## src/hdl/chm_ram.sv

```systemverilog
// Generic single-write, single-read RAM with registered read data.
module chm_ram #(
   parameter int WIDTH = 8,
   parameter int DEPTH = 16
) (
   input  logic                     clock,
   input  logic                     wr_en,
   input  logic [$clog2(DEPTH)-1:0] wr_addr,
   input  logic [WIDTH-1:0]         wr_data,
   input  logic [$clog2(DEPTH)-1:0] rd_addr,
   output logic [WIDTH-1:0]         rd_data
);

   logic [WIDTH-1:0] mem_ff [DEPTH];
   logic [WIDTH-1:0] rd_data_ff;

   always_ff @(posedge clock) begin
      if (wr_en) begin
         mem_ff[wr_addr] <= wr_data;
      end
      rd_data_ff <= mem_ff[rd_addr];
   end

   assign rd_data = rd_data_ff;

endmodule

```

## config.mk

```make
export PLATFORM = sky130hd
export DESIGN_NAME = chm_ram
export DESIGN_NICKNAME = d
export VERILOG_FILES = /design/src/hdl/chm_ram.sv
export SDC_FILE = /design/constraint.sdc
export NUM_CORES = 1
export LEC_CHECK = 0
export BUFFER_PORTS_ARGS = -buffer_cell sky130_fd_sc_hd__buf_2
export CORE_MARGIN = 2
export CORE_UTILIZATION = 36
export CTS_CLUSTER_SIZE = 14
export DETAILED_ROUTE_END_ITERATION = 6
export PLACE_DENSITY = 0.62
export SLEW_MARGIN = 30
export SYNTH_ARGS = -nofsm -noshare
export SYNTH_HDL_FRONTEND = slang
export SYNTH_SLANG_ARGS = --single-unit
```

## constraint.sdc

```tcl
create_clock -name clock -period 3.85 [get_ports clock]
set_input_delay 0.77 -clock clock [delete_from_list [all_inputs] [get_ports clock]]
set_output_delay 0.77 -clock clock [all_outputs]
set_load 0.02 [all_outputs]
```

==> qor.yml, run 1 <==
slew_headroom: 0.3559
wire_per_inst_um: 21.55
synthesis.area_mm2: 0.005147
drive_above_1_share: 0.2633
via_per_inst: 5.187
yosysSeqAreaShare: 0.7778
finish.net_count: 287
clock-sinks: 136
clockBufferDepth: 2
rsz0062_at_grt: "no"
gp_congestion: 0.7379
instances_no_fill: 461
synth.distinct_cells: 19
syn_area_per_cell_um2: 22.48
die_w_um: 123.6
grt_overflow: 0
diodes: 0
worstHoldPathType: "flop to flop"
start_kind: "input port"
ff2ff_path_depth: 3
reg2reg_setup_slack_ns: 2.45
hold_buffers: 0
rr_endpoint: "rd_data[2]"
p_per_area_mw_per_mm2: 550.3
cp.arrival_ns: 2.49
worstHoldPathCells: 3
fin_crit_sh: 0.5687
synth_top_area_frac: 0.7467
num_vias: 2391
setup_viol: 0
slew_viol_final: 0
track_usage: 0.1476
crit_chain: "buf_2 > buf_4 > mux4_1 > a22oi_1 > nand2_1"
ioPinCount: 26
grt_pass1_vias: 2539
hold-path-endpoint: "rd_data[1]"
status: "complete, no violations"
area_delta_synth_final_pct: 16.46
maxCapViolations: 0
hp-start: "mem_ff[15][1]"
synth_top_area_cell: "edfxtp_1"
synth.most_common_cell: "edfxtp_1"
coreArea_mm2: 0.01393
grtUsageMet1: 0.2027
netlist_instances: 229
grt_max_degree: 33
antenna_found_initial: 0
drt-total-wl_mm: 9.936
ys.warnings.count: 0
first_pass_iters: 4
cp_max_fo: 15
criticalPathCategory: "input port to flop"
clockRootBuffer: "clkbuf_16"
post-cts-setup-buffers: 0
dpl.hpwl_mm: 6.392
synth-edff-count: 128
clk_latency_ns: 0.42
slowest_stage: "mux4_1"
drt-initial-drc-count: 143
start_util: 0.3694
clkTransAtPathRegs_ns: 0.05
rows: 43
cts_tree: "done"
synth_ff_type: "edfxtp_1"
antenna_left: 0
rr_startpoint: "mem_ff[1][2]"
use_met2: 0.2188
die_area_mm2: 0.01527
worst_pin_slew_ns: 0.9625
gr-max-usage-layer: "met2"
grt_use_met3: 0.04441
die_height_um: 123.6
required_ns: 4.15
io_buffer_count: 25
fin_worst_skew_ns: 0.008199
period_needed_ns: 2.190
cts_resized: 0
synth_commonest_cells: "edfxtp_1, mux4_2, a22oi_1"
whs_ns: 0.6648
fmax_mhz: 456.7
finalSetupTns_ns: 0
numPlacedInstances: 430
synth_fp_nets: 247
synthTopCellsByArea: "edfxtp_1, mux4_2, mux4_1"
max_stage_delay_ns: 0.61
htreeDepth: 4
worst_setup_path_end_kind: "flop"
ir_drop_mv: 0.2970
async_reset_ff_frac: 0
hold_violations: 0
synth_seq_cells: 136
p_leak_nw: 1.990
grt_pass1_wl_mm: 15.26
drcViolationCount: 0
cts_buffers: 17
==> where the power goes <==
part	total (mW)	internal (mW)	switching, mW
registers	1.67	1.66	0.00981
clock network	1.47	0.931	0.543
logic	0.157	0.0610	0.0962
total	3.30	2.65	0.650
==> cell families (layout without fill, tap and decap cells) <==
group,after synthesis,after routing,share of synthesized area
compound gates,16,16,0.02334
simple gates,35,35,0.03184
buf+inv,10,62,0.01677
flops,136,136,0.7778
mux,32,32,0.1502
==> through the flow <==
stage               utilization  worst slack (ns)  cell area (µm²)  total power, mW
finish                   0.4302             1.660             5995            3.299
global route             0.4302             1.522             5995            3.408
CTS                      0.4302             1.635             5995            3.325
detailed placement       0.3916             1.202             5456            1.858
global placement         0.3916             1.201             5456            1.853
floorplan                     -             1.587             5147            1.789
==> area by class of cell <==
class	count	area (µm²)
Clock inverter	4	45.04
Timing Repair Buffer	31	170.2
Multi-Input combinational cell	83	1057
Sequential cell	136	4004
Fill cell	1182	7940
Tap cell	180	225.2
Clock buffer	27	493.0
==> worst max-delay path, delay by kind of cell <==
| family | cells | cell delay [ns] |
|---|---|---|
| buffers and inverters | 2 | 0.73 |
| multiplexers | 1 | 0.61 |
| AO/OA/AOI/OAI | 1 | 0.28 |
| AND/OR/NAND/NOR | 1 | 0.08 |
==> layout by cell type, fill, tap and decap left out <==
master / n
edfxtp_1: 128
buf_2: 25
mux4_2: 18
clkbuf_16: 17
a22oi_1: 16
mux4_1: 14
nor2_1: 13
nand2_1: 9
dfxtp_1: 8
clkbuf_1: 7
buf_4: 6
nor3_1: 4
clkbuf_8: 3
clkinv_2: 3
nand3b_1: 2
nand2b_1: 2
nor2b_1: 1
and2_1: 1
and2b_1: 1
nand3_1: 1
or3b_2: 1
bufinv_16: 1
==> registers in the layout, indices dropped and copies added (netlist names) <==
| register | cells |
|---|---|
| rd_data | 8 |
| mem_ff | 128 |
==> layer usage <==
metal | up-vias | share of wire
met2 | 89 | 0.46
met4 | 0 | 0.019
met5 | - | 0
li1 | 1059 | -
met3 | 16 | 0.072
met1 | 1227 | 0.45
==> worst max-delay path by stage <==
| stage | startpoint | end | slack (ns) | cells past startpoint |
|---|---|---|---|---|
| 2_1_floorplan | wr_addr[2] | mem_ff[0][0] | 1.59 | 2 |
| 3_3_place_gp | rd_addr[0] | rd_data[3] | 1.20 | 5 |
| 3_5_place_dp | rd_addr[0] | rd_data[3] | 1.20 | 5 |
| 4_1_cts | rd_addr[0] | rd_data[3] | 1.64 | 5 |
| 5_1_grt | rd_addr[0] | rd_data[5] | 1.52 | 5 |
| 6_report | rd_addr[0] | rd_data[3] | 1.66 | 5 |
No activity file was read; power rests on OpenSTA's default activity.
==> run 2: changes to the inputs <==
--- a/config.mk
+++ b/config.mk
@@ -10,7 +10,7 @@
 export CORE_UTILIZATION = 36
 export CTS_CLUSTER_SIZE = 14
 export DETAILED_ROUTE_END_ITERATION = 6
-export PLACE_DENSITY = 0.62
+export PLACE_DENSITY = 0.63
 export SLEW_MARGIN = 30
 export SYNTH_ARGS = -nofsm -noshare
 export SYNTH_HDL_FRONTEND = slang
==> constraint.sdc (replaced) <==
create_clock -name clock -period 1.95 [get_ports clock]
set_input_delay 0.39 -clock clock [delete_from_list [all_inputs] [get_ports clock]]
set_output_delay 0.39 -clock clock [all_outputs]
set_load 0.02 [all_outputs]
==> qor.yml, run 2 (synthesis gave the netlist of run 1 again) <==
status: "complete, no violations"
multi_input_area_mm2: 0.001057  # unchanged
die_w_um: 123.6  # unchanged
diodes: 0  # unchanged
met1_length_mm: 4.619  # +3.1%
critical-path-top-delay-family: "multiplexers"
die_height_um: 123.6  # unchanged
fillers: 1159  # -1.9%
route.met2.wl_mm: 4.837  # +6.3%
post-cts-setup-buffers: 0  # unchanged
dpl.hpwl_mm: 6.361  # -0.50%
crit_buf_inv: 2  # unchanged
gp_congestion: 0.8033  # +8.9%
worstHoldPathType: "input port to flop"
area_delta_synth_final_pct: 20.98
required_ns: 2.25  # -1.90 ns
topRoutingLayerUsed: "met4"
first_pass_iters: 4  # unchanged
antenna_left: 0  # unchanged
crit_chain: "buf_2 > buf_12 > mux4_1 > a22oi_1 > nand2_1"
fmax_mhz: 716.1
criticalPathCategory: "input port to flop"
drt-total-wl_mm: 10.22  # +2.8%
io_buffer_count: 25  # unchanged
final_util: 0.4469  # +0.01670
finish.net_count: 305  # +6.3%
largest_reg_flops: 128  # unchanged
cts_tree: "done"
maxCapViolations: 0  # unchanged
drive_above_1_share: 0.3200  # +0.05665
cp.arrival_ns: 1.69  # -0.80 ns
cts_buffers: 17  # unchanged
hold_buffers: 0  # unchanged
clockRootBuffer: "clkbuf_16"
slew_headroom: 0.7092  # +0.3533
grt_pass1_vias: 2581  # +1.7%
coreArea_mm2: 0.01393  # unchanged
finalSetupTns_ns: 0  # unchanged
fin_area_mm2: 0.006227  # +3.9%
num_vias: 2471  # +3.3%
grt_pass1_wl_mm: 15.37  # +0.77%
max_stage_delay_ns: 0.58  # -0.03 ns
ir_drop_mv: 0.7773  # +160%
start_kind: "input port"
drt-initial-drc-count: 215  # +50%
cts_resized: 0  # unchanged
seq_area_mm2: 0.004004  # unchanged
ioPinCount: 26  # unchanged
worst_pin_slew_ns: 0.4362  # -0.5264 ns
p_leak_nw: 2.119  # +6.5%
fin_crit_sh: 0.7162
period_needed_ns: 1.397
worst_setup_path_end_kind: "flop"
clkTransAtPathRegs_ns: 0.06  # about the same
cp_max_fo: 24  # +9
slew_viol_final: 0  # unchanged
p_per_area_mw_per_mm2: 1104  # +100%
track_usage: 0.1494  # +0.001744
clk_latency_ns: 0.41  # about the same
wire_per_inst_um: 21.29  # -1.2%
setup_viol: 0  # unchanged
clockBufferDepth: 2  # unchanged
htreeDepth: 4  # unchanged
start_util: 0.3694  # unchanged
antenna_found_initial: 0  # unchanged
routed-wl-met3_um: 644  # -11%
placed_cell_area_mm2: 0.005617  # +2.9%
final_cell_mix: "edfxtp_1, buf_2, buf_4"
largest_register: "mem_ff"
slowest_stage: "mux4_1"
via_per_inst: 5.148  # -0.74%
die_area_mm2: 0.01527  # unchanged
layout_commonest_cell: "edfxtp_1"
rows: 43  # unchanged
rsz0062_at_grt: "no"
drcViolationCount: 0  # unchanged
clock-sinks: 136  # unchanged
grt_overflow: 0  # unchanged
grt_max_degree: 33  # unchanged
hold_violations: 0  # unchanged
fin_worst_skew_ns: 0.009258  # +0.001059 ns
-- run 2: cell count changes in the layout (fill, tap and decap cells not counted), sizes merged --
cell | before | now
clkinvlp | 0 | 3
buf | 31 | 49
bufinv | 1 | 4
clkinv | 3 | 7
clkbuf | 27 | 18
-- run 2: path summary, 6_finish.rpt --
kind	cells after the start	slack (ns)	from	end
max	5	0.55	rd_addr[0]	rd_data[2]
min	1	0.36	wr_data[0]	mem_ff[6][0]
max reg2reg	3	0.60	mem_ff[6][0]	rd_data[0]
min reg2reg	3	0.68	mem_ff[14][3]	rd_data[3]
-- run 2: layer usage --
layer	vias to the layer above	GRT usage
li1	1091	-
met5	-	0
met1	1294	0.2013
met4	0	0.05114
met3	8	0.05769
met2	78	0.2232
-- run 2: layout make-up --
type                            instances  share of cell area
Clock inverter                         14             0.02913
Multi-Input combinational cell         83              0.1698
Sequential cell                       136              0.6430
Clock buffer                           18             0.06892
Timing Repair Buffer                   49             0.05304
Tap cell                              180             0.03617
-- run 2: report_power, final --
group | total [mW] | internal [mW] | switching, mW | leakage (nW)
Clock | 3.25 | 2.12 | 1.13 | 0.288
Sequential | 3.29 | 3.27 | 0.0181 | 1.22
Combinational | 0.332 | 0.136 | 0.196 | 0.607
Total | 6.87 | 5.53 | 1.35 | 2.12
-- run 2: through the flow --
step / power, mW / std cells / hold slack (ns) / worst slack [ns]
2_1_floorplan: 3.533 / 229 / 0.4889 / 0.06713
3_3_place_gp: 3.677 / 448 / 0.6437 / 0.1148
3_5_place_dp: 3.685 / 448 / 0.6660 / 0.1250
4_1_cts: 6.943 / 480 / 0.3474 / 0.5656
5_1_grt: 7.088 / 480 / 0.3583 / 0.4791
6_report: 6.874 / 480 / 0.3627 / 0.5535
-- run 2: worst register-to-register path: stages (launching register included) --
cell and delay, ns:
edfxtp_1 0.37, mux4_1 0.52, a22oi_1 0.21, nand2_1 0.12
==> run 3: changes to the inputs <==
--- a/config.mk
+++ b/config.mk
@@ -5,6 +5,7 @@
 export SDC_FILE = /design/constraint.sdc
 export NUM_CORES = 1
 export LEC_CHECK = 0
+export ABC_AREA = 1
 export BUFFER_PORTS_ARGS = -buffer_cell sky130_fd_sc_hd__buf_2
 export CORE_MARGIN = 2
 export CORE_UTILIZATION = 36
==> constraint.sdc (replaced) <==
create_clock -name clock -period 1.2 [get_ports clock]
set_input_delay 0.24 -clock clock [delete_from_list [all_inputs] [get_ports clock]]
set_output_delay 0.24 -clock clock [all_outputs]
set_load 0.02 [all_outputs]
==> qor.yml, run 3 <==
slowest_stage: "dfxtp_1"
gp_congestion: 0.8200  # +2.1%
fmax_mhz: 866.7
setup_viol: 0  # unchanged
p_per_area_mw_per_mm2: 1718  # +56%
finish.net_count: 617  # +100%
fin_worst_skew_ns: 0.01353  # +0.004277 ns
ys.warnings.count: 0  # unchanged
drive_above_1_share: 0.1389  # -0.1811
slew_headroom: 0.7248  # +0.01558
required_ns: 0.96  # -1.29 ns
synth.distinct_cells: 12  # -7
io_buffer_count: 25  # unchanged
synth-edff-count: 128  # unchanged
fin_area_mm2: 0.006938  # +11%
ff2ff_path_depth: 6  # +3
hp-start: "rd_addr[3]"
maxCapViolations: 0  # unchanged
final_util: 0.4399  # -0.006949
antenna_found_initial: 0  # unchanged
cts_tree: "done"
grt_max_degree: 65  # +97%
drt-initial-drc-count: 314  # +46%
first_pass_iters: 6  # +2
die_height_um: 130.6  # +5.7%
diodes: 0  # unchanged
placed_cell_area_mm2: 0.006256  # +11%
die_w_um: 130.6  # +5.7%
rows: 46  # +7.0%
start_util: 0.3657  # -0.003722
worstHoldPathType: "input port to flop"
grt_overflow: 0  # unchanged
antenna_left: 0  # unchanged
critical-path-top-delay-family: "flip-flops"
synth_commonest_cells: "nand2_1, edfxtp_1, inv_1"
layout_commonest_cell: "nand2_1"
worstHoldPathCells: 3  # +2
wire_per_inst_um: 15.84  # -26%
p_leak_nw: 3.002  # +42%
routed-wl-met3_um: 698  # +8.4%
crit_buf_inv: 1  # -1
final_cell_mix: "nand2_1, edfxtp_1, inv_1"
topRoutingLayerUsed: "met4"
criticalPathCategory: "flop to output port"
synth_fp_nets: 569  # +130%
grt_pass1_vias: 3769  # +46%
clk_latency_ns: 0.42  # about the same
rr_endpoint: "rd_data[0]"
cp_max_fo: 1  # -96%
ioPinCount: 26  # unchanged
die_area_mm2: 0.01705  # +12%
met1_length_mm: 5.807  # +26%
max_stage_delay_ns: 0.35  # -0.23 ns
num_vias: 3846  # +56%
hold_violations: 0  # unchanged
reg2reg_setup_slack_ns: 0.14  # -0.46 ns
period_needed_ns: 1.154
hold_buffers: 0  # unchanged
synth_top_area_cell: "edfxtp_1"
drt-total-wl_mm: 13.12  # +28%
coreArea_mm2: 0.01577  # +13%
drcViolationCount: 0  # unchanged
netlist_instances: 551  # +140%
cts_buffers: 17  # unchanged
status: "complete, no violations"
synth_top_area_frac: 0.6665  # -0.08020
slew_viol_final: 0  # unchanged
async_reset_ff_frac: 0  # unchanged
dpl.hpwl_mm: 8.466  # +33%
worst_pin_slew_ns: 0.4128  # -0.02337 ns
numPlacedInstances: 796  # +78%
track_usage: 0.1675  # +0.01809
largest_reg_flops: 128  # unchanged
synth_ff_type: "edfxtp_1"
clkTransAtPathRegs_ns: 0.06  # about the same
hold-path-endpoint: "rd_data[5]"
clock-sinks: 136  # unchanged
clockRootBuffer: "clkbuf_16"
crit_chain: "buf_4"
area_delta_synth_final_pct: 20.31
synth_seq_cells: 136  # unchanged
via_per_inst: 4.645  # -9.8%
synth.most_common_cell: "nand2_1"
whs_ns: 0.1876  # -0.1751 ns
yosysSeqAreaShare: 0.6943  # -0.08354
syn_area_per_cell_um2: 10.47  # -53%
fin_crit_sh: 0.9615
rsz0062_at_grt: "no"
grt_pass1_wl_mm: 20.80  # +35%
synthTopCellsByArea: "edfxtp_1, nand2_1, nand3_1"
fillers: 1475  # +27%
worst_setup_path_end_kind: "output port"
clockBufferDepth: 2  # unchanged
instances_no_fill: 828  # +73%
synthesis.area_mm2: 0.005767  # +12%
htreeDepth: 4  # unchanged
cp.arrival_ns: 0.91  # -0.78 ns
rr_startpoint: "mem_ff[7][0]"
route.met2.wl_mm: 6.389  # +32%
start_kind: "flop"
largest_register: "mem_ff"
ir_drop_mv: 0.7628  # -1.9%
==> run 3: timing repair <==
action	CTS	global route
endpoints found under the setup margin	2	3
resized for setup	2	3
setup buffers	0	0
==> run 3: cell type report <==
type | instances | area (µm²) | area share
Tap cell | 216 | 270.3 | 0.03895
Timing Repair Buffer | 53 | 397.9 | 0.05735
Multi-Input combinational cell | 289 | 1214 | 0.1749
Clock buffer | 19 | 442.9 | 0.06384
Inverter | 102 | 382.9 | 0.05518
Sequential cell | 136 | 4004 | 0.5771
Clock inverter | 13 | 226.5 | 0.03264
==> run 3: logic make-up after synthesis <==
logic type | Yosys count | synth area share
AND/OR/NAND/NOR | 289 | 0.2105
flip-flops | 136 | 0.6943
buffers and inverters | 126 | 0.09525
==> run 3: stage by stage <==
stage	setup TNS, ns	total power, mW	setup slack [ns]
after global routing	0	12.27	0.006236
final	0	11.92	0.04624
after CTS	0	12.00	0.006951
after global placement	-0.4665	6.143	-0.09443
after detailed placement	-1.163	6.156	-0.09681
after floorplan	0	5.848	0.009155
==> run 3: power by group <==
part	leakage (nW)	switching, mW	total, mW	internal, mW
Combinational	1.46	0.488	0.717	0.229
Sequential	1.22	0.0360	5.35	5.31
Clock	0.321	1.91	5.85	3.94
Total	3.00	2.44	11.9	9.48
==> run 3: tightest hold or removal path, stage by stage <==
cell and delay (ns):
buf_2 0.17, nand3_1 0.10, nand2_1 0.04
==> run 3: per-layer routing <==
| metal | track usage | vias up |
|---|---|---|
| met5 | 0 | - |
| met4 | 0.05757 | 0 |
| met3 | 0.04072 | 18 |
| met2 | 0.2730 | 119 |
| met1 | 0.2207 | 1839 |
| li1 | - | 1870 |
==> run 3: how the worst max path moves through the flow <==
stage / start / endpoint / cells past startpoint
after floorplan: wr_addr[3] / mem_ff[4][0] / 2
after global placement: rd_addr[0] / rd_data[0] / 8
after detailed placement: rd_addr[0] / rd_data[0] / 8
after CTS: rd_data[6] / rd_data[6] / 1
after global routing: rd_data[3] / rd_data[3] / 1
final: rd_data[0] / rd_data[0] / 1
