File: src/hdl/chm_pkg.sv
// Shared types and codes for the chained hash map.
package chm_pkg;

   localparam int KEY_W   = 64;
   localparam int VALUE_W = 32;
   localparam int COUNT_W = 11;
   localparam int STATUS_W = 3;

   localparam logic REQ_INSERT = 1'b0;
   localparam logic REQ_LOOKUP = 1'b1;

   localparam logic [STATUS_W-1:0] STATUS_HIT      = 3'd0;
   localparam logic [STATUS_W-1:0] STATUS_MISS     = 3'd1;
   localparam logic [STATUS_W-1:0] STATUS_UPDATED  = 3'd2;
   localparam logic [STATUS_W-1:0] STATUS_ADDED    = 3'd3;
   localparam logic [STATUS_W-1:0] STATUS_REJECTED = 3'd4;

   localparam logic [31:0] DJB2_SEED = 32'd5381;

   typedef struct packed {
      logic               req_type;
      logic [KEY_W-1:0]   key;
      logic [VALUE_W-1:0] value;
   } req_type_type;

   typedef struct packed {
      logic [STATUS_W-1:0] status;
      logic [VALUE_W-1:0]  found_value;
      logic [COUNT_W-1:0]  entry_count;
   } rsp_type_type;

   typedef struct packed {
      logic busy;
      logic done;
   } hash_stat_type;

endpackage

File: src/hdl/chm_hash.sv
// Iterative djb2 hash unit: one key byte per cycle, bucket from the low bits.
module chm_hash #(
   parameter int KEY_BYTES   = 8,
   parameter int BUCKET_BITS = 10
) (
   input  logic                      clock,
   input  logic                      reset,
   input  logic                      start,
   input  logic [KEY_BYTES*8-1:0]    key,
   output chm_pkg::hash_stat_type    stat,
   output logic [BUCKET_BITS-1:0]    bucket
);

   localparam int KW = KEY_BYTES * 8;
   localparam int CW = (KEY_BYTES > 1) ? $clog2(KEY_BYTES) : 1;

   logic [31:0] h_ff, h_in;
   logic [KW-1:0] key_ff, key_in;
   logic [CW-1:0] cnt_ff, cnt_in;
   logic busy_ff, busy_in;
   logic done_ff, done_in;

   always_comb begin
      h_in    = h_ff;
      key_in  = key_ff;
      cnt_in  = cnt_ff;
      busy_in = busy_ff;
      done_in = 1'b0;
      if (start) begin
         h_in    = chm_pkg::DJB2_SEED;
         key_in  = key;
         cnt_in  = '0;
         busy_in = 1'b1;
      end else if (busy_ff) begin
         // h * 33 + c, wrapping at 32 bits
         h_in   = (h_ff << 5) + h_ff + {24'd0, key_ff[7:0]};
         key_in = key_ff >> 8;
         cnt_in = cnt_ff + CW'(1);
         if (cnt_ff == CW'(KEY_BYTES - 1)) begin
            busy_in = 1'b0;
            done_in = 1'b1;
         end
      end
   end

   always_ff @(posedge clock) begin
      if (reset) begin
         busy_ff <= 1'b0;
         done_ff <= 1'b0;
      end else begin
         busy_ff <= busy_in;
         done_ff <= done_in;
      end
      h_ff   <= h_in;
      key_ff <= key_in;
      cnt_ff <= cnt_in;
   end

   assign stat.busy = busy_ff;
   assign stat.done = done_ff;
   assign bucket    = h_ff[BUCKET_BITS-1:0];

endmodule

File: config.mk
export PLATFORM = sky130hd
export DESIGN_NAME = chm_hash
export DESIGN_NICKNAME = d
export VERILOG_FILES = /design/src/hdl/chm_pkg.sv /design/src/hdl/chm_hash.sv
export SDC_FILE = /design/constraint.sdc
export NUM_CORES = 1
export LEC_CHECK = 0
export ABC_CLOCK_PERIOD_IN_PS = 4600
export BUFFER_PORTS_ARGS = -buffer_cell sky130_fd_sc_hd__buf_2
export CELL_PAD_IN_SITES_DETAIL_PLACEMENT = 1
export CELL_PAD_IN_SITES_GLOBAL_PLACEMENT = 1
export CORE_ASPECT_RATIO = 0.75
export CORE_UTILIZATION = 40
export CTS_BUF_LIST = sky130_fd_sc_hd__clkbuf_4 sky130_fd_sc_hd__clkbuf_8
export CTS_CLUSTER_SIZE = 20
export DETAILED_ROUTE_END_ITERATION = 16
export PLACE_DENSITY = 0.79
export SLEW_MARGIN = 5
export SYNTH_ARGS = -nofsm -noshare
export SYNTH_HDL_FRONTEND = slang
export SYNTH_SLANG_ARGS = --single-unit
File: constraint.sdc
create_clock -name clock -period 4.6 [get_ports clock]
set_input_delay 0.46 -clock clock [delete_from_list [all_inputs] [get_ports clock]]
set_output_delay 0.46 -clock clock [all_outputs]
set_load 0.1 [all_outputs]
==> metrics.csv, run 1 <==
metric,value,unit
p_switching,0.000651,W
grt_pass1_vias,2255,
dieWidth,113,µm
nFillCells,895,
clockPowerShare,0.260,
critPathRequiredTime,4630,ps
final_cell_mix,"buf_2 (78), edfxtp_1 (64), mux2_2 (56)",
max_stage_delay,820,ps
synth_cells,247,
rows,29,
met2_usage,0.260,
rsz0062_at_grt,false,
clkSinkCount,79,
routed_wl,7.12,mm
setup_ws,1920,ps
p_int,0.00133,W
rrSetupSlack,1920,ps
cts_tree,built,
hold_violations,0,
r2r_start,busy_ff$_SDFF_PP0_,
power_density,456,nW/µm²
synth_area,3680,µm²
vias,2166,
drive_gt1_frac,0.470,
synth.ff_latch_count,79,
cpMaxStageDelayCell,nand2_2,
status,finished clean,
max-clock-path-buffers,2,
grt_pass1_wl,11.3,mm
first_iter_violations,70,
portBuffers,78,
antenna_found_initial,1,
crit_path_start_kind,flop,
drc,0,
worstMarginPinSlew,1020,ps
ys_seq_area_frac,0.604,
post_cts_resized,0,
switching_share,0.328,
crit_type,reg2reg,
ir_worst_vdd,0.163,mV
grt-busiest-layer,met2,
endpoint_kind,flop,
cpLargestDelayFamily,simple AND/OR/NAND/NOR gates,
crit_arrival,2710,ps
grt_overflow,0,
insertion_delay,350,ps
setup_viol,0,
setup.worst_path.start,busy_ff$_SDFF_PP0_,
gp_congestion,0.749,
r2r_end,key_ff[51]$_DFFE_PP_,
fin_crit_sh,0.582,
diodes,0,
synth_cell_type_count,34,
grt_use_met1,0.188,
critPathBufInv,2,
yosysWarnings,0,
grt_max_degree,79,
utilization,0.502,
crit_cells,3,
dp_hpwl,4.99,mm
dieArea,9590,µm²
avgSynthCellArea,14.9,µm²
gr-usage-met3,0.0686,
hp-class,in2reg,
fin_crit,2680,ps
clk_pin_slew,80,ps
grt_use_total,0.160,
p_seq_frac,0.459,
r2r_cells,3,
crit_chain,inv_1 > nand2_2 > buf_4,
core,8670,µm²
synth.net_count,334,
leakagePower,1.78,nW
share_comb_of_total_power,0.281,
finalSetupTns,0,ps
skew,10.4,ps
numCtsBuffers,9,
max-slew-margin-rel,0.318,
die_y,85.1,µm
htreeDepth,3,
nets,412,
ios,79,
viasPerCell,4.95,
start_util,0.424,
max_freq,373,MHz
syn2layout_area_growth,18.4,%
ctsHoldBuffers,0,
cts_post_setup_buffers_inserted,0,
firstDrtPassIters,4,
cts-root-buf,clkbuf_8,
place_ws,1870,ps
cap_violations,0,
antenna_left,0,
final_common_cell,buf_2,
wl_per_cell,16.2,µm
finalMaxSlewViolations,0,
setup.worst_path.end,key_ff[51]$_DFFE_PP_,
worstPathMaxFanout,43,
## worst min-delay path by stage
stage                              to  cells past startpoint                   start
3_5_place_dp   cnt_ff[2]$_SDFFE_PP0P_                      2  cnt_ff[2]$_SDFFE_PP0P_
5_1_grt            done_ff$_SDFF_PP0_                      2                   reset
3_3_place_gp   cnt_ff[1]$_SDFFE_PP0P_                      2  cnt_ff[1]$_SDFFE_PP0P_
2_1_floorplan  cnt_ff[1]$_SDFFE_PP0P_                      2  cnt_ff[1]$_SDFFE_PP0P_
6_report           busy_ff$_SDFF_PP0_                      2                   reset
4_1_cts            busy_ff$_SDFF_PP0_                      2                   reset
## per-stage QoR
| stage | hold WS, ps | power (W) | cell area, µm² | instances |
|---|---|---|---|---|
| final | 279 | 0.00198 | 4350 | 438 |
| after global routing | 273 | 0.00208 | 4350 | 438 |
| after CTS | 251 | 0.00201 | 4350 | 438 |
| after detailed placement | 501 | 0.00148 | 4160 | 422 |
| after global placement | 484 | 0.00146 | 4160 | 422 |
| after floorplan | 465 | 0.00135 | 3680 | 247 |
## power by group through the flow
stage | Combinational (W) | Clock, W | Sequential [W]
global placement | 0.000540 | 0 | 0.000924
detailed placement | 0.000555 | 0 | 0.000929
global route | 0.000600 | 0.000562 | 0.000920
floorplan | 0.000301 | 0 | 0.00105
CTS | 0.000563 | 0.000537 | 0.000913
finish | 0.000557 | 0.000517 | 0.000910
## cells in the mapped netlist, drive strengths merged
master | number | area [µm²]
nor4b | 1 | 8.76
mux2 | 57 | 642
or3 | 1 | 6.26
nand3 | 1 | 5.00
nor3 | 2 | 10.0
dfxtp | 15 | 300
a311o | 1 | 10.0
buf | 8 | 45.0
inv | 8 | 30.0
a21o | 2 | 15.0
a21oi | 9 | 60.1
a211oi | 2 | 20.0
o22ai | 1 | 6.26
xor2 | 1 | 8.76
o31ai | 1 | 7.51
fa | 4 | 80.1
ha | 16 | 200
mux2i | 6 | 60.1
o21ai | 4 | 20.0
o21a | 1 | 7.51
o211ai | 1 | 7.51
nor2b | 1 | 6.26
edfxtp | 64 | 1920
clkbuf | 5 | 18.8
and2 | 8 | 50.1
nor2 | 9 | 33.8
nand2 | 12 | 45.0
xnor2 | 6 | 52.6
## registers in the layout (all words and copies together) (netlist names)
name     cells
key_ff      64
h_ff        10
cnt_ff       3
busy_ff      1
done_ff      1
## per-layer routing
layer,vias up,part of all wire
li1,1065,-
met1,1029,0.43
met2,63,0.48
met3,9,0.076
met4,0,0.013
met5,-,0
## cell families (layout without fill, tap and decap cells)
family | after synthesis | in the layout | synth area share
flops | 79 | 79 | 0.604
compound gates | 22 | 22 | 0.0418
fa+ha+maj | 20 | 20 | 0.0762
mux | 63 | 63 | 0.191
buf+inv | 21 | 104 | 0.0255
simple gates | 35 | 35 | 0.0449
xor+xnor | 7 | 7 | 0.0167
## layout make-up
cell class	count	area [µm²]	area share
flip-flops and latches	79	2220	0.510
clock inverters	5	57.6	0.0132
multi-input cells	147	1370	0.314
clock buffers	11	139	0.0319
well taps	108	135	0.0310
inverters	8	30.0	0.00690
repair buffers	80	405	0.0931
Note: power is estimated with default switching activity, not from simulation.
==> run 2, diff against run 1 <==
--- a/config.mk
+++ b/config.mk
@@ -5,7 +5,7 @@
 export SDC_FILE = /design/constraint.sdc
 export NUM_CORES = 1
 export LEC_CHECK = 0
-export ABC_CLOCK_PERIOD_IN_PS = 4600
+export ABC_CLOCK_PERIOD_IN_PS = 2300
 export BUFFER_PORTS_ARGS = -buffer_cell sky130_fd_sc_hd__buf_2
 export CELL_PAD_IN_SITES_DETAIL_PLACEMENT = 1
 export CELL_PAD_IN_SITES_GLOBAL_PLACEMENT = 1
@@ -14,7 +14,7 @@
 export CTS_BUF_LIST = sky130_fd_sc_hd__clkbuf_4 sky130_fd_sc_hd__clkbuf_8
 export CTS_CLUSTER_SIZE = 20
 export DETAILED_ROUTE_END_ITERATION = 16
-export PLACE_DENSITY = 0.79
+export PLACE_DENSITY = 0.82
 export SLEW_MARGIN = 5
 export SYNTH_ARGS = -nofsm -noshare
 export SYNTH_HDL_FRONTEND = slang
==> constraint.sdc (replaced) <==
create_clock -name clock -period 2.3 [get_ports clock]
set_input_delay 0.23 -clock clock [delete_from_list [all_inputs] [get_ports clock]]
set_output_delay 0.23 -clock clock [all_outputs]
set_load 0.1 [all_outputs]
==> run 2 against run 1 <==
Compared with the run above:
- the flow now finishes with violations (setup timing)
- count of clock-buffer cells in the layout unchanged
- flip-flop and latch count did not move
- highest routed layer unchanged
- maximum frequency grew 16%
- critical path type unchanged
- critical endpoint is now h_ff[9]$_SDFFE_PP0P_
==> metrics.csv, run 2 (synthesis gave the netlist of run 1 again) <==
metric,value,unit
first_iter_violations,71,
r2r_end,h_ff[9]$_SDFFE_PP0P_,
wl_met1,3.32,mm
hold_violations,0,
dieWidth,113,µm
critPathRequiredTime,2550,ps
gp_congestion,0.841,
finalMaxSlewViolations,0,
cts_tree,built,
worstMarginPinSlew,562,ps
r2r_start,h_ff[6]$_SDFFE_PP0P_,
critPathBufInv,0,
max-clock-path-buffers,2,
htreeDepth,3,
setup_viol,1,
die_y,85.1,µm
wl_met2,3.53,mm
grt_pass1_wl,12.1,mm
numCtsBuffers,9,
antenna_left,0,
utilization,0.526,
place_inst,436,
rrSetupSlack,-20,ps
crit_cells,7,
crit_arrival,2560,ps
rows,29,
wl_met3,496,µm
syn2layout_area_growth,24.1,%
dp_hpwl,5.34,mm
power_density,899,nW/µm²
stdcell_area,4570,µm²
multi_input_area,1440,µm²
crit_path_start_kind,flop,
max_freq,432,MHz
status,"finished, violations left",
drive_gt1_frac,0.558,
seq_area,2250,µm²
max_stage_delay,580,ps
worstPathMaxFanout,3,
setup.worst_path.start,h_ff[6]$_SDFFE_PP0P_,
rsz0062_at_grt,true,
wl_per_cell,16.5,µm
vias,2234,
firstDrtPassIters,4,
grt_use_total,0.170,
nFillCells,871,
cap_violations,0,
place_ws,-125,ps
ios,79,
cpLargestDelayFamily,adder cells,
viasPerCell,4.94,
diodes,0,
insertion_delay,350,ps
portBuffers,78,
final_cell_mix,"buf_2 (78), edfxtp_1 (64), mux2_2 (56)",
leakagePower,1.85,nW
routed_wl,7.45,mm
cpMaxStageDelayCell,fa_1,
instances_no_fill,452,
skew,8.79,ps
start_util,0.424,
clkSinkCount,79,
fin_crit_sh,1.01,
top_regs,"key_ff: 64 flops, h_ff: 10 flops, cnt_ff: 3 flops",
dieArea,9590,µm²
drc,0,
fin_crit,2320,ps
hp-class,in2reg,
antenna_found_initial,0,
cts-root-buf,clkbuf_8,
violations,setup timing,
endpoint_kind,flop,
nets,426,
grt_max_degree,62,
grt_overflow,0,
r2r_cells,7,
max-slew-margin-rel,0.625,
grt_pass1_vias,2440,
highest_layer,met4,
final_common_cell,buf_2,
placedInstanceArea,4350,µm²
cts_post_setup_buffers_inserted,0,
setup.worst_path.end,h_ff[9]$_SDFFE_PP0P_,
largest-register,key_ff,
ir_worst_vdd,0.439,mV
core,8670,µm²
setup_ws,-17.4,ps
clk_pin_slew,80,ps
crit_chain,fa_1 > ha_4 > a21oi_4 > o21ai_2 > or3_1 > a21oi_2 > mux2_4,
largest_reg_flops,64,
crit_type,reg2reg,
run 2: cell count changes in the layout (fill, tap and decap cells not counted), moves of 3 or more:
cell / delta
buf_4: +12
dfxtp_4: +7
a21oi_1: -3
ha_1: -4
dfxtp_1: -9
ha_4: +3
run 2: stage by stage:
stage | setup TNS (ps) | hold WS (ps) | power [W]
5_1_grt | -178 | 47.1 | 0.00432
2_1_floorplan | -200 | 302 | 0.00275
3_5_place_dp | -125 | 417 | 0.00312
4_1_cts | -33.9 | 33.9 | 0.00410
6_report | -17.4 | 50.9 | 0.00411
3_3_place_gp | -60.9 | 411 | 0.00309
run 2: area by class of cell:
cell class,instances,area share
sequential,79,0.493
timing repair buffer,94,0.117
clock inverter,5,0.00740
inverter,8,0.00658
tap,108,0.0296
multi-input combinational,147,0.316
clock buffer,11,0.0304
run 2: repair_timing:
item | CTS | global route
gates resized for setup | 4 | 7
pin swaps | 5 | 0
endpoints found under the setup margin | 1 | 3
hold buffers | 0 | 0
run 2: worst min path at each step:
stage,start,endpoint,slack (ps),depth (start not counted)
finish,reset,busy_ff$_SDFF_PP0_,50,2
global route,reset,busy_ff$_SDFF_PP0_,50,2
CTS,reset,busy_ff$_SDFF_PP0_,30,2
detailed placement,reset,busy_ff$_SDFF_PP0_,420,2
global placement,reset,busy_ff$_SDFF_PP0_,410,2
floorplan,reset,busy_ff$_SDFF_PP0_,300,1
run 2: routing by layer:
layer  GRT usage  up-vias
li1            -     1090
met1       0.205     1074
met2       0.278       58
met3      0.0621       12
met4      0.0655        0
met5           0        -
run 2: power by group:
part	internal, W	switching (W)
sequential	0.00175	0.0000737
combinational	0.000559	0.000799
clock	0.000417	0.000510
==> run 3, diff against run 2 <==
--- a/config.mk
+++ b/config.mk
@@ -14,6 +14,7 @@
 export CTS_BUF_LIST = sky130_fd_sc_hd__clkbuf_4 sky130_fd_sc_hd__clkbuf_8
 export CTS_CLUSTER_SIZE = 20
 export DETAILED_ROUTE_END_ITERATION = 16
+export HOLD_SLACK_MARGIN = 0.06
 export PLACE_DENSITY = 0.82
 export SLEW_MARGIN = 5
 export SYNTH_ARGS = -nofsm -noshare
==> run 3 against run 2 <==
Compared with the run above:
- largest power group unchanged
- critical path depth is the same
- critical endpoint unchanged
- via count grew 0.22%
- sequential power is essentially flat
- worst hold slack improved by 100 ps
- the run still ends with setup timing left
- core utilization increased by 0.12 points
- worst setup slack stayed put
- routed wire length barely moved
==> metrics.csv, run 3 (synthesis gave the netlist of run 1 again) <==
metric,value,unit
ir_worst_vdd,0.439,mV
clkSinkCount,79,
nets,427,
cts_tree,built,
hp-class,in2reg,
fin_crit,2320,ps
power_density,898,nW/µm²
dieWidth,113,µm
r2r_end,h_ff[9]$_SDFFE_PP0P_,
drc,0,
p_int,0.00272,W
skew,9.19,ps
place_ws,-125,ps
grt_overflow,0,
die_y,85.1,µm
diodes,0,
final_cell_mix,"buf_2 (78), edfxtp_1 (64), mux2_2 (56)",
finalSetupTns,-17.4,ps
core,8670,µm²
crit_path_start_kind,flop,
largest-register,key_ff,
viasPerCell,4.94,
share_comb_of_total_power,0.331,
place_inst,436,
crit_arrival,2560,ps
worstMarginPinSlew,562,ps
r2r_start,h_ff[6]$_SDFFE_PP0P_,
setup.worst_path.end,h_ff[9]$_SDFFE_PP0P_,
portBuffers,78,
firstDrtPassIters,4,
vias,2239,
routed_wl,7.45,mm
grt_pass1_vias,2442,
rows,29,
setup.worst_path.start,h_ff[6]$_SDFFE_PP0P_,
dieArea,9590,µm²
largest_reg_flops,64,
p_seq_frac,0.444,
r2r_cells,7,
gp_congestion,0.841,
max-slew-margin-rel,0.625,
instances_no_fill,453,
stdcell_area,4580,µm²
power,0.00411,W
p_switching,0.00138,W
setup_viol,1,
finalMaxSlewViolations,0,
rrSetupSlack,-20,ps
violations,setup timing,
status,"finished, violations left",
top_regs,"key_ff: 64 flops, h_ff: 10 flops, cnt_ff: 3 flops",
drive_gt1_frac,0.557,
leakagePower,1.86,nW
htreeDepth,3,
setup_ws,-17.4,ps
fin_crit_sh,1.01,
antenna_found_initial,0,
clk_pin_slew,80,ps
max_freq,432,MHz
hold_violations,0,
rsz0062_at_grt,true,
insertion_delay,350,ps
placedInstanceArea,4350,µm²
syn2layout_area_growth,24.4,%
ios,79,
cts-root-buf,clkbuf_8,
switching_share,0.337,
grt_pass1_wl,12.1,mm
wl_per_cell,16.5,µm
numCtsBuffers,9,
grt_use_total,0.170,
start_util,0.424,
dp_hpwl,5.34,mm
max-clock-path-buffers,2,
cap_violations,0,
clockPowerShare,0.226,
grt_max_degree,62,
critPathRequiredTime,2550,ps
first_iter_violations,74,
endpoint_kind,flop,
worstPathMaxFanout,3,
crit_type,reg2reg,
final_common_cell,buf_2,
antenna_left,0,
[run 3: worst min path at each step]
stage,from,to,slack [ps],cells past startpoint
6_report,key[57],key_ff[57]$_SDFFCE_PN0P_,150,2
5_1_grt,key[59],key_ff[59]$_SDFFCE_PN0P_,150,2
4_1_cts,key[57],key_ff[57]$_SDFFCE_PN0P_,140,2
3_5_place_dp,reset,busy_ff$_SDFF_PP0_,420,2
3_3_place_gp,reset,busy_ff$_SDFF_PP0_,410,2
2_1_floorplan,reset,busy_ff$_SDFF_PP0_,300,1
[run 3: cell type report]
class | count | area [µm²]
clock buffer | 11 | 139
clock inverter | 5 | 33.8
fill | 870 | 4100
inverter | 8 | 30.0
multi-input combinational | 147 | 1440
sequential | 79 | 2250
tap | 108 | 135
timing repair buffer | 95 | 546
[run 3: what timing repair did]
action | in CTS | in global routing
hold buffers | 1 | 0
pin swaps | 5 | 0
endpoints found under the hold margin | 2 | 0
resized for setup | 4 | 7
endpoints found under the setup margin | 1 | 3
buffers inserted | 0 | 0
[run 3: stage by stage]
step / util / hold WS (ps)
after detailed placement: 0.502 / 417
final: 0.528 / 155
after global placement: 0.502 / 411
after global routing: 0.528 / 151
after floorplan: - / 302
after CTS: 0.525 / 136
[run 3: routing by layer]
layer	track usage	share of wire	wire [µm]
met5	0	0	0
met3	0.0614	0.066	491
met1	0.206	0.45	3320
met4	0.0655	0.014	108
met2	0.278	0.47	3530
[run 3: worst max-delay path, stage by stage, from the launching register on]
cell     delay (ps)
dfxtp_4         350
fa_1            580
ha_4            230
a21oi_4         160
o21ai_2          70
or3_1           360
a21oi_2         160
mux2_4          310
[run 3: power groups by stage]
stage	clock, W	combinational [W]	sequential (W)
after floorplan	0	0.000623	0.00212
after global placement	0	0.00124	0.00185
after detailed placement	0	0.00127	0.00186
after CTS	0.000967	0.00131	0.00183
after global routing	0.00100	0.00148	0.00184
final	0.000927	0.00136	0.00182
